--- config.mk ---
export PLATFORM = sky130hd
export DESIGN_NAME = dswd_fill_regs
export DESIGN_NICKNAME = d
export VERILOG_FILES = /design/src/hw/rtl/dswd_fill_regs.sv
export SDC_FILE = /design/constraint.sdc
export NUM_CORES = 1
export LEC_CHECK = 0
export BUFFER_PORTS_ARGS = -buffer_cell sky130_fd_sc_hd__buf_2
export CAP_MARGIN = 20
export CORE_UTILIZATION = 44
export DETAILED_ROUTE_END_ITERATION = 10
export GPL_TIMING_DRIVEN = 0
export PLACE_DENSITY = 0.65
export SLEW_MARGIN = 20
export SYNTH_ARGS = -nofsm -noshare
export SYNTH_HDL_FRONTEND = slang
export SYNTH_SLANG_ARGS = --single-unit
export TNS_END_PERCENT = 30
--- constraint.sdc ---
create_clock -name clk -period 1.08 [get_ports clk]
set_clock_uncertainty 0.05 [all_clocks]
set_input_delay 0 -clock clk [delete_from_list [all_inputs] [get_ports clk]]
set_output_delay 0 -clock clk [all_outputs]
set_load 0.02 [all_outputs]
--- src/hw/rtl/dswd_fill_regs.sv ---
// Per-slot fill counts, cleared by reset; one read and one write port.
// Depends on nothing.
module dswd_fill_regs #(
    parameter int NUM_SLOTS = 16,
    parameter int SW        = 4,
    parameter int FW        = 7
) (
    input  logic          clk,
    input  logic          rst_n,
    input  logic [SW-1:0] rd_slot,
    output logic [FW-1:0] rd_fill,
    input  logic          wr_en,
    input  logic [SW-1:0] wr_slot,
    input  logic [FW-1:0] wr_fill
);

    logic [FW-1:0] fill_reg [NUM_SLOTS];

    always_ff @(posedge clk or negedge rst_n)
    begin
        if (!rst_n)
        begin
            for (int i = 0; i < NUM_SLOTS; i++)
            begin
                fill_reg[i] <= '0;
            end
        end
        else if (wr_en)
        begin
            fill_reg[wr_slot] <= wr_fill;
        end
    end

    assign rd_fill = fill_reg[rd_slot];

endmodule

==> reports/results.ini, run 1 <==
[sta]
period_needed_ps = 1750
setup_slack_ps = -672
fin_crit_sh_pct = 162
finalMaxSlewViolations = 0
max_slew_margin_pct = 34.1
hold_viol_final = 0
hold_slack_ps = 40.1
finalSetupViolCount = 14
fmax_mhz = 571
worstMarginPinSlew_ps = 985
rsz0062_at_grt = true

[run_status]
violations = negative setup slack
status = complete, but fails checks

[worst_setup_path]
reg2reg_slack_ps = 260
worstSetupPathType = flop to output pin
crit_path_max_incr_delay_ps = 480
cp-end-kind = output pin
path_cells = mux4_2 > a22oi_2 > nand2_2 > buf_2
required_ps = 1030
startpoint_type = flop
slowest_stage = mux4_2
arrival_ps = 1700
cp_max_fo = 2

[pwr]
power_density_nw_per_um2 = 1870
ir_worst_vdd_mv = 1.31
p_leak_nw = 2.60

[yosys]
syn_nets = 341
ys_ff_latch = 112
ys_types = 24
yosysSeqAreaShare_pct = 53.9
avgSynthCellArea_um2 = 16.1
synthCells = 323
synthesis.area_um2 = 5190
yosysWarnings = 0

[drt]
first_iter_violations = 82
via_count = 2918
drcViolationCount = 0
finalWirelength_um = 10800
via_per_inst = 5.69
wl_per_cell_um = 21.1
firstDrtPassIters = 4
antenna_left = 0

[final_layout]
fillCellCount = 913
seq_area_um2 = 2800
layout_commonest_cell = dfrtp_1
nNetsFinal = 383
multi_input_area_um2 = 2430
layout-drive-gt1-share_pct = 63.8
n_antenna_cell = 0
stdcell_area_um2 = 6140
mostFrequentLayoutCells = dfrtp_1 (112), mux2_2 (105), mux4_2 (28), buf_2 (19), a22oi_2 (14)
largest_register_ffs = 112
synthToLayoutAreaGrowth_pct = 18.3

[placed_design]
numPortBuffers = 20
place.gp.congestion = 0.783
post-place-ws_ps = -512
hpwl_um = 7560
post_dp_cell_area_um2 = 5650

[grt]
gr-total-overflow = 0
grt_max_degree = 84
grt_pass1_vias = 3209
antenna_found_initial = 0
grt_pass1_wl_um = 18200
track_usage_pct = 19.6

[clock_network]
cts_buffer_depth = 2
clock-sinks = 112
cts_tree = built
numCtsBuffers = 9
cts_root_buf = clkbuf_16
clk_latency_ps = 350
clk_pin_slew_ps = 70
cts-htree-levels = 3

[floorplanning]
core_area_um2 = 11500
die_area_um2 = 12200
ios = 25
start_util_pct = 45.3
die_h_um = 111
fp-row-count = 39
die_w_um = 111

[flow_run]
maxCapViolations = 0

[min_path]
hp-class = primary input to asynchronous set/reset pin

## power breakdown
group	switching, mW	internal [mW]	leakage, nW
Sequential	0.461	5.17	1.37
Clock	1.52	1.93	0.153
Combinational	0.934	1.48	1.07
## worst max-delay path: cells and delay by family, from the launching register on
kind / cells / cell delay, ps
buffers and inverters: 1 / 160
multiplexers: 1 / 480
AND/OR/NAND/NOR: 1 / 70
flip-flops: 1 / 380
AO/OA/AOI/OAI: 1 / 260
## metal layers
layer / GRT usage (%) / vias up / part of all wire [%]
met5: 0 / - / 0
met4: 4.27 / 0 / 1.0
met3: 4.32 / 7 / 2.8
met2: 32.8 / 38 / 51
met1: 26.5 / 1574 / 45
li1: - / 1299 / -
## cells in the mapped netlist (all sizes together)
library cell	instances	area, um2
clkbuf	10	38.8
nor4	1	21.3
nor3	6	60.1
nand2	9	33.8
nand2b	3	33.8
and2	1	6.26
buf	11	72.6
or3	2	12.5
dfrtp	112	2800
or4	1	11.3
mux4	28	631
nand3b	2	15.0
nor2b	2	12.5
a22oi	14	105
nand3	2	10.0
nor2	7	41.3
mux2	112	1290
## path summary, 6_finish.rpt
check,cells past startpoint,startpoint,endpoint
min,2,rst_n,fill_reg[111]
min reg2reg,1,fill_reg[12],fill_reg[12]
max reg2reg,1,fill_reg[19],fill_reg[19]
max in group asynchronous,3,rst_n,fill_reg[33]
min in group clk,3,wr_slot[3],fill_reg[70]
max,4,fill_reg[34],rd_fill[6]
## logic make-up (layout without fill, tap and decap cells)
logic type	Yosys count	in the layout	share of synthesized area [%]
muxes	140	140	36.9
AOI/OAI and AO/OA	14	14	2.02
and+or+nand+nor	36	36	4.96
buffers and inverters	21	68	2.14
DFF	112	112	53.9
## through the flow
step / setup TNS (ps) / instances / utilization, % / power, mW
after CTS: -4890 / 511 / 53.1 / 11.6
after global placement: -186470 / 486 / 49.0 / 7.91
after floorplan: -5280 / 323 / - / 7.40
after detailed placement: -42050 / 487 / 49.3 / 8.07
after global routing: -4910 / 513 / 53.6 / 12.1
final: -4470 / 513 / 53.6 / 11.5
## final cells by class
class	count	share of cell area (%)
multi-input combinational	190	39.6
tap	143	2.91
clock inverter	4	0.855
buffer	21	2.83
sequential	112	45.6
clock buffer	12	4.18
timing repair buffer	31	4.03
## repair_timing
action                     4_1_cts  5_1_grt
setup endpoints to repair       45       93
pin swaps                        0        1
setup buffers                    0        2
hold endpoints to repair       154        0
resized for setup               10       22
hold buffers                     8        0
Note: power is estimated with default switching activity, not from simulation.
==> inputs of run 2 (changes only) <==
--- a/config.mk
+++ b/config.mk
@@ -5,6 +5,7 @@
 export SDC_FILE = /design/constraint.sdc
 export NUM_CORES = 1
 export LEC_CHECK = 0
+export ABC_AREA = 1
 export BUFFER_PORTS_ARGS = -buffer_cell sky130_fd_sc_hd__buf_2
 export CAP_MARGIN = 20
 export CORE_UTILIZATION = 44
==> run 2 against run 1 <==
- the run ends with negative hold slack, negative setup slack left
- setup slack better by 250 ps
- non-clock buffer count is 13 higher
- combinational power is 8% higher
- largest power group unchanged
==> reports/results.ini, run 2 <==
[run_status]
status = complete, but fails checks
violations = negative hold slack, negative setup slack

[drt]
antenna_left = 0  ; unchanged
wl_per_cell_um = 17.0  ; -19%
firstDrtPassIters = 5  ; +1
via_per_inst = 5.20  ; -8.7%
via_count = 4951  ; +70%
drcViolationCount = 0  ; unchanged
finalWirelength_um = 16200  ; +50%
first_iter_violations = 416  ; +410%

[grt]
gr-total-overflow = 0  ; unchanged
grt_max_degree = 59  ; -30%
grt_pass1_vias = 4621  ; +44%
grt_pass1_wl_um = 25400  ; +39%
track_usage_pct = 26.4  ; +6.8 points
antenna_found_initial = 0  ; unchanged

[sta]
rsz0062_at_grt = true
hold_viol_final = 7  ; +7
fin_crit_sh_pct = 139  ; -23 points
fmax_mhz = 666  ; +17%
finalSetupViolCount = 7  ; -7
worstMarginPinSlew_ps = 714  ; -272 ps
finalMaxSlewViolations = 0  ; unchanged
period_needed_ps = 1500  ; -249 ps
finalSetupTns_ps = -2740  ; +1720 ps
hold_slack_ps = -13.3  ; -53.4 ps
setup_slack_ps = -422  ; +249 ps
max_slew_margin_pct = 52.4  ; +18 points

[placed_design]
numPortBuffers = 15  ; -25%
hpwl_um = 11500  ; +53%
place.gp.congestion = 0.915  ; +17%
placed_cells = 932  ; +91%

[floorplanning]
core_area_um2 = 12200  ; +6.1%
start_util_pct = 45.8  ; +0.53 points
die_h_um = 115  ; +3.5%
die_w_um = 115  ; +3.5%
ios = 25  ; unchanged
die_area_um2 = 13100  ; +7.2%
fp-row-count = 40  ; +2.6%

[final_layout]
largest_register_ffs = 112  ; unchanged
layout_commonest_cell = nand2_1
layout-drive-gt1-share_pct = 18.3  ; -45 points
synthToLayoutAreaGrowth_pct = 17.3
mostFrequentLayoutCells = nand2_1 (228), inv_1 (112), dfrtp_1 (112), o21ai_0 (104), nand3_1 (58)
nNetsFinal = 798  ; +110%
layoutNonFillerInstCount = 953  ; +86%
fillCellCount = 1172  ; +28%
n_antenna_cell = 0  ; unchanged

[yosys]
synth_edf_count = 0  ; unchanged
synth_area_leader_cell = dfrtp_1
synth_commonest_cells = nand2_1 (235), inv_1 (120), dfrtp_1 (112)
synthCells = 748  ; +130%
netlist_top_cells_area = dfrtp_1 (50%), nand2_1 (16%), nand3_1 (9.3%)
synth_top_area_share_pct = 50.3  ; -3.7 points
async_flop_share_pct = 100  ; unchanged
synth_most_common_cell = nand2_1
syn_nets = 766  ; +120%
synthesis.area_um2 = 5570  ; +7.3%
ys_types = 18  ; -25%
synth_flop_cell = dfrtp_1
yosysWarnings = 0  ; unchanged
avgSynthCellArea_um2 = 7.45  ; -54%
ys_ff_latch = 112  ; unchanged
yosysSeqAreaShare_pct = 50.3  ; -3.7 points

[worst_setup_path]
required_ps = 1030  ; about the same
reg2reg_from = fill_reg[21]
reg2reg_slack_ps = 260  ; about the same
crit_path_start = fill_reg[81]
cp-end-kind = output pin
startpoint_type = flop
worstSetupPathType = flop to output pin
cp_max_fo = 2  ; unchanged
timing.rr.end = fill_reg[21]
reg2reg_depth = 3  ; +2
arrival_ps = 1450  ; -250 ps
endpoint = rd_fill[4]

[flow_run]
maxCapViolations = 0  ; unchanged

[min_path]
hp-class = primary input to flop
hp-start = wr_slot[0]

[pwr]
ir_worst_vdd_mv = 0.948  ; -27%
p_leak_nw = 3.26  ; +26%
power_density_nw_per_um2 = 1770  ; -5.4%
power_mw = 11.6  ; +0.65%

[clock_network]
clock-sinks = 112  ; unchanged
cts_tree = built
cts-htree-levels = 3  ; unchanged
cts_root_buf = clkbuf_16
clk_latency_ps = 360  ; about the same
cts_buffer_depth = 2  ; unchanged
numCtsBuffers = 9  ; unchanged
clk_pin_slew_ps = 70  ; about the same

==> run 2: critical path, stage by stage, from the launching register on <==
cell     delay, ps
dfrtp_1        380
or2_4          240
nand3_2         60
nand3_2         90
nand3_2        110
nand2_2         70
buf_6          130
==> run 2: cell type report <==
type	count	area [um2]	area share [%]
inverter	122	458	7.00
tap	168	210	3.22
clock inverter	4	51.3	0.785
sequential	112	2800	42.9
multi-input combinational	470	2360	36.1
timing repair buffer	21	181	2.78
buffer	44	218	3.33
clock buffer	12	256	3.92
==> run 2: worst min-delay path by stage <==
stage                              end  slack, ps  cells past startpoint
after floorplan            fill_reg[0]       -350                      0
after global placement    fill_reg[65]        350                      4
after detailed placement  fill_reg[56]        -50                      1
after CTS                 fill_reg[71]        -30                      4
after global routing      fill_reg[69]         20                      4
final                     fill_reg[69]        -10                      4
==> run 2: per-stage QoR <==
stage | util, % | setup WS [ps] | area (um2) | hold WS (ps)
final | 53.8 | -422 | 6540 | -13.3
after detailed placement | 48.5 | -410 | 5890 | -47.7
after global routing | 53.8 | -456 | 6540 | 16.9
after global placement | 48.2 | -1320 | 5860 | 346
after floorplan | - | 92.2 | 5570 | -346
after CTS | 52.0 | -432 | 6330 | -26.9
==> run 2: cells by family (layout without fill, tap and decap cells) <==
| kind of cell | count (synthesis) | after routing | synth area share (%) |
|---|---|---|---|
| AOI/OAI and AO/OA | 112 | 112 | 10.1 |
| buffers and inverters | 166 | 203 | 12.1 |
| DFF | 112 | 112 | 50.3 |
| and+or+nand+nor | 358 | 358 | 27.6 |
==> run 2: power by group <==
| part | leakage, nW | switching [mW] | internal, mW | total [mW] |
|---|---|---|---|---|
| Sequential | 1.38 | 0.379 | 5.11 | 5.49 |
| Clock | 0.149 | 1.54 | 1.93 | 3.47 |
| Combinational | 1.73 | 1.68 | 0.921 | 2.60 |
==> run 2: timing repair <==
| item | CTS | global route |
|---|---|---|
| resized for setup | 31 | 48 |
| gates cloned | 0 | 0 |
| pin swaps | 14 | 19 |
| hold buffers | 1 | 0 |
| endpoints found under the hold margin | 68 | 0 |
| endpoints found under the setup margin | 7 | 7 |
| setup buffers | 1 | 3 |
==> run 2: metal layers <==
layer / wire length [um] / up-vias / track usage (%)
li1: - / 2372 / -
met1: 7610 / 2388 / 38.8
met2: 7310 / 163 / 38.8
met3: 926 / 28 / 3.97
met4: 397 / 0 / 11.3
met5: 0 / - / 0
==> inputs of run 3 (changes only) <==
--- a/config.mk
+++ b/config.mk
@@ -8,10 +8,12 @@
 export ABC_AREA = 1
 export BUFFER_PORTS_ARGS = -buffer_cell sky130_fd_sc_hd__buf_2
 export CAP_MARGIN = 20
-export CORE_UTILIZATION = 44
+export CORE_UTILIZATION = 45
 export DETAILED_ROUTE_END_ITERATION = 10
+export GPL_ROUTABILITY_DRIVEN = 0
 export GPL_TIMING_DRIVEN = 0
-export PLACE_DENSITY = 0.65
+export PLACE_DENSITY = 0.66
+export RECOVER_POWER = 25
 export SLEW_MARGIN = 20
 export SYNTH_ARGS = -nofsm -noshare
 export SYNTH_HDL_FRONTEND = slang
==> run 3 against run 2 <==
- critical endpoint is now rd_fill[5]
- largest cell class unchanged
- the run still ends with negative hold slack, negative setup slack left
- combinational power grew 2%
- hold slack gained 5.3 ps
- sequential power is essentially flat
- global-route usage grew 0.19 points
- setup slack gained 36 ps
- critical path type unchanged
==> reports/results.ini, run 3 (synthesized netlist as in run 2, its figures left out) <==
[floorplanning]
start_util_pct = 46.2  ; +0.38 points
core_area_um2 = 12100  ; -0.82%
die_area_um2 = 12800  ; -2.2%
fp-row-count = 40  ; unchanged
die_h_um = 113  ; -1.1%
ios = 25  ; unchanged
die_w_um = 113  ; -1.1%

[pwr]
power_density_nw_per_um2 = 1840  ; +4.1%
ir_worst_vdd_mv = 1.10  ; +16%
power_mw = 12.2  ; +5.5%
p_leak_nw = 3.31  ; +1.5%

[worst_setup_path]
arrival_ps = 1420  ; -30 ps
worstSetupPathType = flop to output pin
cp_max_fo = 2  ; unchanged
cp-end-kind = output pin
required_ps = 1030  ; about the same
startpoint_type = flop

[clock_network]
clk_latency_ps = 350  ; about the same
numCtsBuffers = 9  ; unchanged
cts_buffer_depth = 2  ; unchanged
cts-htree-levels = 3  ; unchanged
clk_pin_slew_ps = 70  ; about the same
cts_root_buf = clkbuf_16
cts_tree = built
clock-sinks = 112  ; unchanged

[drt]
via_count = 5108  ; +3.2%
firstDrtPassIters = 5  ; unchanged
wl_per_cell_um = 16.8  ; -1.5%
via_per_inst = 5.34  ; +2.7%
drcViolationCount = 0  ; unchanged
antenna_left = 0  ; unchanged
first_iter_violations = 478  ; +15%
finalWirelength_um = 16100  ; -1.0%

[grt]
grt_max_degree = 74  ; +25%
met1_usage_pct = 37.5  ; -1.2 points
busiest_layer = met2
use_met2_pct = 39.9  ; +1.1 points
antenna_found_initial = 0  ; unchanged
use_met3_pct = 6.75  ; +2.8 points
grt_pass1_wl_um = 25300  ; -0.46%
grt_pass1_vias = 4722  ; +2.2%
gr-total-overflow = 0  ; unchanged
track_usage_pct = 26.6  ; +0.19 points

[placed_design]
hpwl_um = 11100  ; -3.9%
numPortBuffers = 15  ; unchanged

[final_layout]
mostFrequentLayoutCells = nand2_1 (229), inv_1 (114), dfrtp_1 (112), o21ai_0 (104), nand3_2 (53)
n_antenna_cell = 0  ; unchanged
layout-drive-gt1-share_pct = 18.6  ; +0.29 points
largest_register_ffs = 112  ; unchanged
layout_commonest_cell = nand2_1
synthToLayoutAreaGrowth_pct = 18.9
nNetsFinal = 802  ; +0.50%

[sta]
finalMaxSlewViolations = 0  ; unchanged
finalSetupTns_ps = -2620  ; +124 ps
setup_slack_ps = -386  ; +36.1 ps
fin_crit_sh_pct = 136  ; -3.3 points
max_slew_margin_pct = 49.7  ; -2.7 points
hold_slack_ps = -7.94  ; +5.34 ps
rsz0062_at_grt = true
finalSetupViolCount = 7  ; unchanged
hold_viol_final = 4  ; -3
period_needed_ps = 1470  ; -36.1 ps
fmax_mhz = 682  ; +2.5%
worstMarginPinSlew_ps = 755  ; +41.1 ps

[min_path]
hp-class = primary input to flop

[flow_run]
maxCapViolations = 0  ; unchanged

[run_status]
violations = negative hold slack, negative setup slack
status = complete, but fails checks

## run 3: changes by cell type in the layout (fill, tap and decap cells not counted), moves of 3 or more
cell,change
bufinv_16,+3
buf_2,-3
nand3_1,-7
nand3_2,+7
## run 3: cell type report
type                    count  area [um2]
clock buffers              10         239
inverters                 122         458
well taps                 168         210
repair buffers             25         206
multi-input cells         470        2370
clock inverters             6         130
flip-flops and latches    112        2800
plain buffers              44         206
fillers                  1144        5440
## run 3: where the power goes
group | total, mW | switching [mW] | internal, mW
clock network | 4.08 | 1.52 | 2.56
registers | 5.49 | 0.373 | 5.11
logic | 2.64 | 1.68 | 0.955
## run 3: routing by layer
| layer | share of wire [%] | up-vias |
|---|---|---|
| li1 | - | 2391 |
| met1 | 45 | 2474 |
| met2 | 44 | 213 |
| met3 | 7.9 | 30 |
| met4 | 2.6 | 0 |
| met5 | 0 | - |
## run 3: worst max-delay path, stage by stage (launching register included)
cell	delay [ps]
dfrtp_1	380
or2_4	230
nand3_2	60
nand3_2	90
nand3_2	100
nand2_2	70
buf_6	130
## run 3: stage by stage
stage          utilization [%]  setup WS, ps  instance area [um2]  cells
2_1_floorplan                -          92.2                 5570    748
5_1_grt                   54.9          -431                 6630    957
3_5_place_dp              48.9          -382                 5890    932
3_3_place_gp              48.6         -1340                 5860    931
4_1_cts                   53.7          -383                 6470    952
6_report                  54.9          -386                 6630    957
## run 3: timing repair
item                                    CTS  global route
buffers inserted                          3             5
hold endpoints to repair                120             0
hold buffers                              1             0
endpoints found under the setup margin    7             7
cloned                                    0             0
resized for setup                        44            40
pin swaps                                15            17
## run 3: worst paths after layout
| path | start | endpoint | slack (ps) | cells after the start |
|---|---|---|---|---|
| max in group asynchronous | rst_n | fill_reg[12] | 70 | 3 |
| max | fill_reg[82] | rd_fill[5] | -390 | 6 |
| min in group asynchronous | rst_n | fill_reg[65] | 160 | 2 |
| min reg2reg | fill_reg[54] | fill_reg[54] | 430 | 2 |
| max reg2reg | fill_reg[21] | fill_reg[21] | 150 | 4 |
| min | wr_slot[0] | fill_reg[65] | -8 | 4 |
